## src/design/vns_pkg.sv

```systemverilog
package vns_pkg;

   localparam int FRAC_BITS   = 16;
   localparam int SQRT_GUARD  = 16;
   localparam int WORD_W      = 32;
   localparam int T_W         = WORD_W - 1;
   localparam int LANES       = 3;
   localparam int SQ_W        = 2 * WORD_W;
   localparam int SQRT_STAGES = WORD_W + SQRT_GUARD;
   localparam int ROOT_W      = SQRT_STAGES;
   localparam int SREM_W      = ROOT_W + 2;
   localparam int REM_W       = ROOT_W;
   localparam int DIV_STAGES  = WORD_W;
   localparam int PROD_W      = WORD_W + T_W;
   localparam int MAG_DELAY   = SQRT_STAGES + 1;
   localparam int LEN_INDEX   = 2 + SQRT_STAGES;
   localparam int QUO_INDEX   = LEN_INDEX + 1 + DIV_STAGES;
   localparam int OUT_INDEX   = QUO_INDEX + 1;
   localparam int LATENCY     = OUT_INDEX + 1;

   localparam logic [WORD_W-1:0] POS_MAX   = 32'h7FFF_FFFF;
   localparam logic [WORD_W-1:0] NEG_LIM   = 32'h8000_0000;
   localparam logic [WORD_W-1:0] ONE_FIXED = 32'd1 << FRAC_BITS;

   typedef struct packed {
      logic                     cmd;
      logic signed [WORD_W-1:0] in_x;
      logic signed [WORD_W-1:0] in_y;
      logic signed [WORD_W-1:0] in_z;
      logic [T_W-1:0]           target_length;
   } req_type;

   typedef struct packed {
      logic signed [WORD_W-1:0] out_x;
      logic signed [WORD_W-1:0] out_y;
      logic signed [WORD_W-1:0] out_z;
      logic                     was_zero;
      logic                     saturated;
   } rsp_type;

   // Per-item control that rides along with the data pipeline.
   typedef struct packed {
      logic             two_d;
      logic             zero;
      logic [T_W-1:0]   t;
      logic [LANES-1:0] neg;
   } meta_type;

endpackage

```

## src/design/vns_merge.sv

```systemverilog
module vns_merge (
   input  logic                                           clock,
   input  logic                                           reset,
   input  logic                                           valid,
   input  vns_pkg::meta_type                              meta,
   input  logic [vns_pkg::LANES-1:0][vns_pkg::WORD_W-1:0] quo,
   output logic                                           strobe,
   output vns_pkg::rsp_type                               rsp
);
   import vns_pkg::*;

   logic [LANES-1:0][WORD_W-1:0] val;
   logic [LANES-1:0]             clip;
   logic                         strobe_ff;
   rsp_type                      rsp_ff;
   rsp_type                      rsp_in;

   // Sign and clipping per lane.
   always_comb begin
      for (int l = 0; l < LANES; l++) begin
         clip[l] = 1'b0;
         if (meta.neg[l]) begin
            if (quo[l] > NEG_LIM) begin
               val[l]  = NEG_LIM;
               clip[l] = 1'b1;
            end else begin
               val[l] = WORD_W'(0) - quo[l];
            end
         end else if (quo[l] > POS_MAX) begin
            val[l]  = POS_MAX;
            clip[l] = 1'b1;
         end else begin
            val[l] = quo[l];
         end
      end
   end

   always_comb begin
      rsp_in          = '0;
      rsp_in.was_zero = meta.zero;
      priority if (meta.zero) begin
         if (meta.two_d) begin
            rsp_in.out_x = (meta.t != '0) ? ONE_FIXED : '0;
         end else begin
            rsp_in.out_x = {1'b0, meta.t};
         end
      end else if (meta.t != '0) begin
         rsp_in.out_x     = val[0];
         rsp_in.out_y     = val[1];
         rsp_in.out_z     = meta.two_d ? '0 : val[2];
         rsp_in.saturated = clip[0] | clip[1] | (clip[2] & ~meta.two_d);
      end else begin
         rsp_in.out_x = '0;
      end
   end

   always_ff @(posedge clock) begin
      if (reset) begin
         strobe_ff <= 1'b0;
      end else begin
         strobe_ff <= valid;
      end
   end

   always_ff @(posedge clock) begin
      rsp_ff <= rsp_in;
   end

   assign strobe = strobe_ff;
   assign rsp    = rsp_ff;

endmodule

```

## config.mk

```make
export PLATFORM = sky130hd
export DESIGN_NAME = vns_merge
export DESIGN_NICKNAME = d
export VERILOG_FILES = /design/src/design/vns_pkg.sv /design/src/design/vns_merge.sv
export SDC_FILE = /design/constraint.sdc
export NUM_CORES = 1
export LEC_CHECK = 0
export ABC_AREA = 1
export BUFFER_PORTS_ARGS = -buffer_cell sky130_fd_sc_hd__buf_2
export CAP_MARGIN = 20
export CORE_MARGIN = 1
export CORE_UTILIZATION = 40
export CTS_CLUSTER_SIZE = 8
export DETAILED_ROUTE_END_ITERATION = 8
export PLACE_DENSITY = 0.69
export SLEW_MARGIN = 20
export SYNTH_ARGS = -nofsm -noshare
export SYNTH_HDL_FRONTEND = slang
export SYNTH_SLANG_ARGS = --single-unit
```

## constraint.sdc

```tcl
create_clock -name clock -period 3.6 [get_ports clock]
set_input_delay 0.18 -clock clock [delete_from_list [all_inputs] [get_ports clock]]
set_output_delay 0.18 -clock clock [all_outputs]
set_load 0.005 [all_outputs]
```

Yosys cells after proc, flatten, opt, wreduce, memory -nomap -nowiden. Index checks and enable logic that the tools add are counted.

Output and inout port bits: 99. Register bits after elaboration: 99.

Reduce and logical (&&, ||, !) cells: 3. $lt $le $gt $ge: 6. Multiplexer cells: 22. Add/sub/neg operators: 3. Bitwise logic cells: 5.

Operator list (count): $mux 32 (11); $gt 32x31->1 const B (3); $gt 32x32->1 const B (3); $sub 1x32->32 const A (3); $mux 31 (1); $reduce_bool 31->1 (1); $mux 17 (1); $mux 1 (9); $reduce_or 3->1 (1); $not 1->1 (2); $or 1x1->1 (2); $reduce_or 2->1 (1); $and 1x1->1 (1).

Depth between registers and ports, before layout.
Depth after elaboration: 5. Mapped depth: 12. Gate-level depth less buffers: 12.

Least setup slack after synthesis. OpenSTA, ideal clock, no wires.

Path kind: input to register. From: input port quo[64] (netlist bit). To: register rsp_ff (netlist bit rsp[4]). Data arrival time: 1508 ps. Cell stages on the path: 11. Path buffers: 1. Setup slack: 2026 ps. Path through: inv_1 ha_1 nand2_4 nor2_8 nand2_4 o21ai_4 nand2_4 clkinv_2 buf_12 nand2_2 a21oi_2.

Word-level cells in the longest chain between the ends: 3. Elaborated cells on any way between the ends: 6. Classes of those cells: add/sub (1); order compare (2); mux (3).

Ends and longest elaborated chain: start, declared (RTL line vns_merge.sv:6) `input logic [vns_pkg::LANES-1:0][vns_pkg::WORD_W-1:0] quo,`; $sub 1x32->32, or another cell as far along (RTL line vns_merge.sv:27) `val[l] = WORD_W'(0) - quo[l];`; $mux 32 (on tied branches) (RTL line vns_merge.sv:23, vns_merge.sv:29); $mux 32 * (RTL line vns_merge.sv:22) `if (meta.neg[l]) begin`; end signal, assigned (RTL line vns_merge.sv:66) `rsp_ff <= rsp_in;`; end, declared (RTL line vns_merge.sv:15) `rsp_type rsp_ff;`.

Every way passes the cells marked *; elsewhere a longest branch is shown, timed or not. A chain may end at the register's enable or synchronous reset.

Worst setup path in the final report.
From: input port quo[32] (netlist bit). To: register rsp_ff (netlist bit rsp[54]).

Same word-level chain as after synthesis.

==> qor.yml <==
die:
  num_rows: 46
  core_sq_um: 16000
  die_width_um: 130.5
  design.die.area_sq_um: 17040
  fp.dieH_um: 130.5
  boundaryPins: 234
  initial_utilization_pct: 41.30
sta:
  fin_ws_ns: 1.463
  hold_viol: 0
  period_needed_ns: 2.137
  slew_violations: 0
  setup_violations: 0
  max_freq_ghz: 0.4680
  final.setup.tns_ns: 0
  worst_hold_slack_ns: 0.03043
  tightest_slew_ns: 0.8897
  period_share_pct: 59.36
  rsz0062_at_grt: "no"
  slew-limit-headroom_pct: 40.62
drt:
  ant_nets: 0
  viasPerCell: 5.203
  wl_per_cell_um: 15.03
  drt-initial-drc-count: 695
  wirelength_um: 22700
  wl_met2_um: 10210
  drc_errors: 0
  top_layer: "met4"
  vias: 7861
  wl_met1_um: 10210
  detail_route.first_pass.iterations: 5
  wl_met3_um: 1594
pwr:
  power_frac_clock_pct: 36.4
  combPwrFrac_pct: 20.7
  p_int_w: 0.001945
  finalPower_w: 0.002773
  powerDensity_nw_per_um2: 337.7
  p_leak_nw: 3.847
  switching_share_pct: 29.86
  p_sw_w: 0.0008279
  ir_drop_mv: 0.2278
  power.share.sequential_pct: 42.9
synthesis:
  synth_cell_types: 38
  yosys_register_bits: 99
  syn_inst: 1077
  yosysSeqAreaShare_pct: 29.99
  syn_area_sq_um: 6608
  synth_top_area_cell: "dfxtp_1"
  synth_top_area_share_pct: 29.99
  syn_avg_cell_area_sq_um: 6.135
  synthSimpleGateAreaFrac_pct: 40.03
  synthAdderAreaFrac_pct: 0.5681
  synth_compound_area_share_pct: 16.91
  yosys-top-cells-count: "nand2_1, nor2_1, o21ai_0"
  synthMuxAreaShare_pct: 0
  synth_edf_count: 0
  synth.most_common_cell: "nand2_1"
  synth_top_family_by_area: "simple AND/OR/NAND/NOR gates"
  yosysWarnings: 0
  syn_nets: 1215
  synth-async-reset-ratio_pct: 0
  synth_ff_type: "dfxtp_1"
  ys_top_cells_by_area: "dfxtp_1, nand2_1, nor2_1, o21ai_0, nand3_1"
  synthXorXnorAreaFrac_pct: 4.242
min_path:
  hold_class: "in2reg"
global_routing:
  gr-total-overflow: 0
  grt_usage_pct: 26.74
  grt_pass1_wl_um: 35360
  antenna_found_initial: 0
  grt_max_degree: 38
  first_global_vias: 7013
setup_path:
  cp_common_cell: "nand2_1"
  arrival_ns: 2.42
  cp_slowest_stage_delay_ns: 0.50
  cp_cell_sequence: "buf_2 > inv_1 > ha_1 > nand2_1 > nor2_2 > nand2_1 > nor2_1 > nor2_1 > nor2_2 > buf_4 > nand2_1 > a21oi_1"
  cp_slowest_cell: "nor2_2"
  cp-end-kind: "flop"
  path_buf_inv: 3
  crit_fanout: 16
  cp.required_ns: 3.88
  cp-start-kind: "primary input"
  critPathKind: "in2reg"
  path_delay_family: "simple AND/OR/NAND/NOR gates"
layout:
  fill_cells: 1717
  fin_nets: 1429
  multi_input_area_sq_um: 4080
  area_growth_pct: 24.26
  num_antenna_cells: 0
  fin_cells: 1511
  layout-drive-gt1-share_pct: 23.71
  regArea_sq_um: 1982
cts:
  cts_buffers: 9
  clock_path_buffers: 2
  ctsHtreeMaxLevel: 3
  cts_num_sinks: 99
  cts_tree: "yes"
  cts_root_buffer: "clkbuf_16"
  path_clk_slew_ns: 0.07
job:
  cap_viol_max_count: 0
place:
  portBuffers: 233
  gp_congestion: 1.006
  place_hpwl_um: 17850
  dp_slack_ns: 1.094
  dp.cells: 1495
status:
  status: "finished clean"
==> placed cells by master (no fill, tap or decap), types with 2 or more instances in the layout <==
| cell type | Yosys | routed |
|---|---|---|
| nor2_1 | 193 | 193 |
| nor2_4 | 3 | 3 |
| ha_1 | 3 | 3 |
| xor2_1 | 25 | 25 |
| nor3_1 | 7 | 7 |
| inv_1 | 93 | 93 |
| a21oi_1 | 59 | 59 |
| nand2_2 | 11 | 11 |
| a21oi_2 | 10 | 10 |
| nand3_1 | 84 | 84 |
| o21bai_1 | 4 | 4 |
| buf_2 | 8 | 233 |
| o21ai_0 | 106 | 106 |
| xnor2_1 | 7 | 7 |
| buf_4 | 4 | 6 |
| nand2_4 | 5 | 5 |
| nand2_1 | 266 | 266 |
| nand4_1 | 32 | 32 |
| o21ai_2 | 3 | 3 |
| or2_2 | 2 | 2 |
| clkbuf_16 | 0 | 9 |
| o211ai_1 | 2 | 2 |
| nand3b_1 | 2 | 2 |
| o22ai_2 | 7 | 7 |
| clkinv_2 | 1 | 2 |
| dfxtp_1 | 99 | 99 |
| inv_6 | 0 | 2 |
| o22ai_1 | 2 | 2 |
| nor2_2 | 7 | 7 |
==> registers in the layout, summed over array words and instances, names as in the netlist <==
name	count
rsp	98
strobe	1
==> stage by stage <==
stage / util [%] / cell area [sq um]
floorplan: - / 6608
global placement: 49.38 / 7901
detailed placement: 49.38 / 7901
CTS: 51.31 / 8210
global route: 51.31 / 8210
finish: 51.31 / 8210
==> cells by family after synthesis <==
logic type | Yosys count
AOI/OAI and AO/OA | 196
xor gates and xnor gates | 32
adders and majority gates | 3
buffers and inverters | 132
DFF | 99
and+or+nand+nor | 615
==> layout make-up <==
type                       instances  share of cell area, %
inverter                          95                  4.358
clock buffer                      10                  2.911
clock inverter                     5                 0.7315
sequential                        99                  24.14
tap                              216                  3.292
timing repair buffer             240                  14.87
multi-input combinational        846                  49.70
==> power groups by stage <==
stage               logic [W]  clock network, W  registers, W
floorplan            0.000295                 0       0.00122
global placement     0.000568                 0       0.00121
detailed placement   0.000571                 0       0.00121
CTS                  0.000574           0.00103       0.00119
global route         0.000650           0.00108       0.00120
finish               0.000574           0.00101       0.00119
==> metal layers <==
| layer | vias to the layer above | track usage (%) |
|---|---|---|
| met5 | - | 0 |
| met2 | 298 | 42.45 |
| met3 | 45 | 4.397 |
| met1 | 3579 | 35.57 |
| met4 | 0 | 11.90 |
| li1 | 3939 | - |
==> what timing repair did <==
action,CTS,global route
gates resized for setup,0,0
hold buffers,1,0
hold endpoints to repair,1,0
setup buffers,0,0
==> final timing paths <==
check / slack, ns / startpoint / cells past startpoint / end
setup / recovery: 1.46 / quo[32] / 12 / rsp[54]
hold / removal: 0.03 / valid / 3 / strobe
Note: power is estimated with default switching activity, not from simulation.
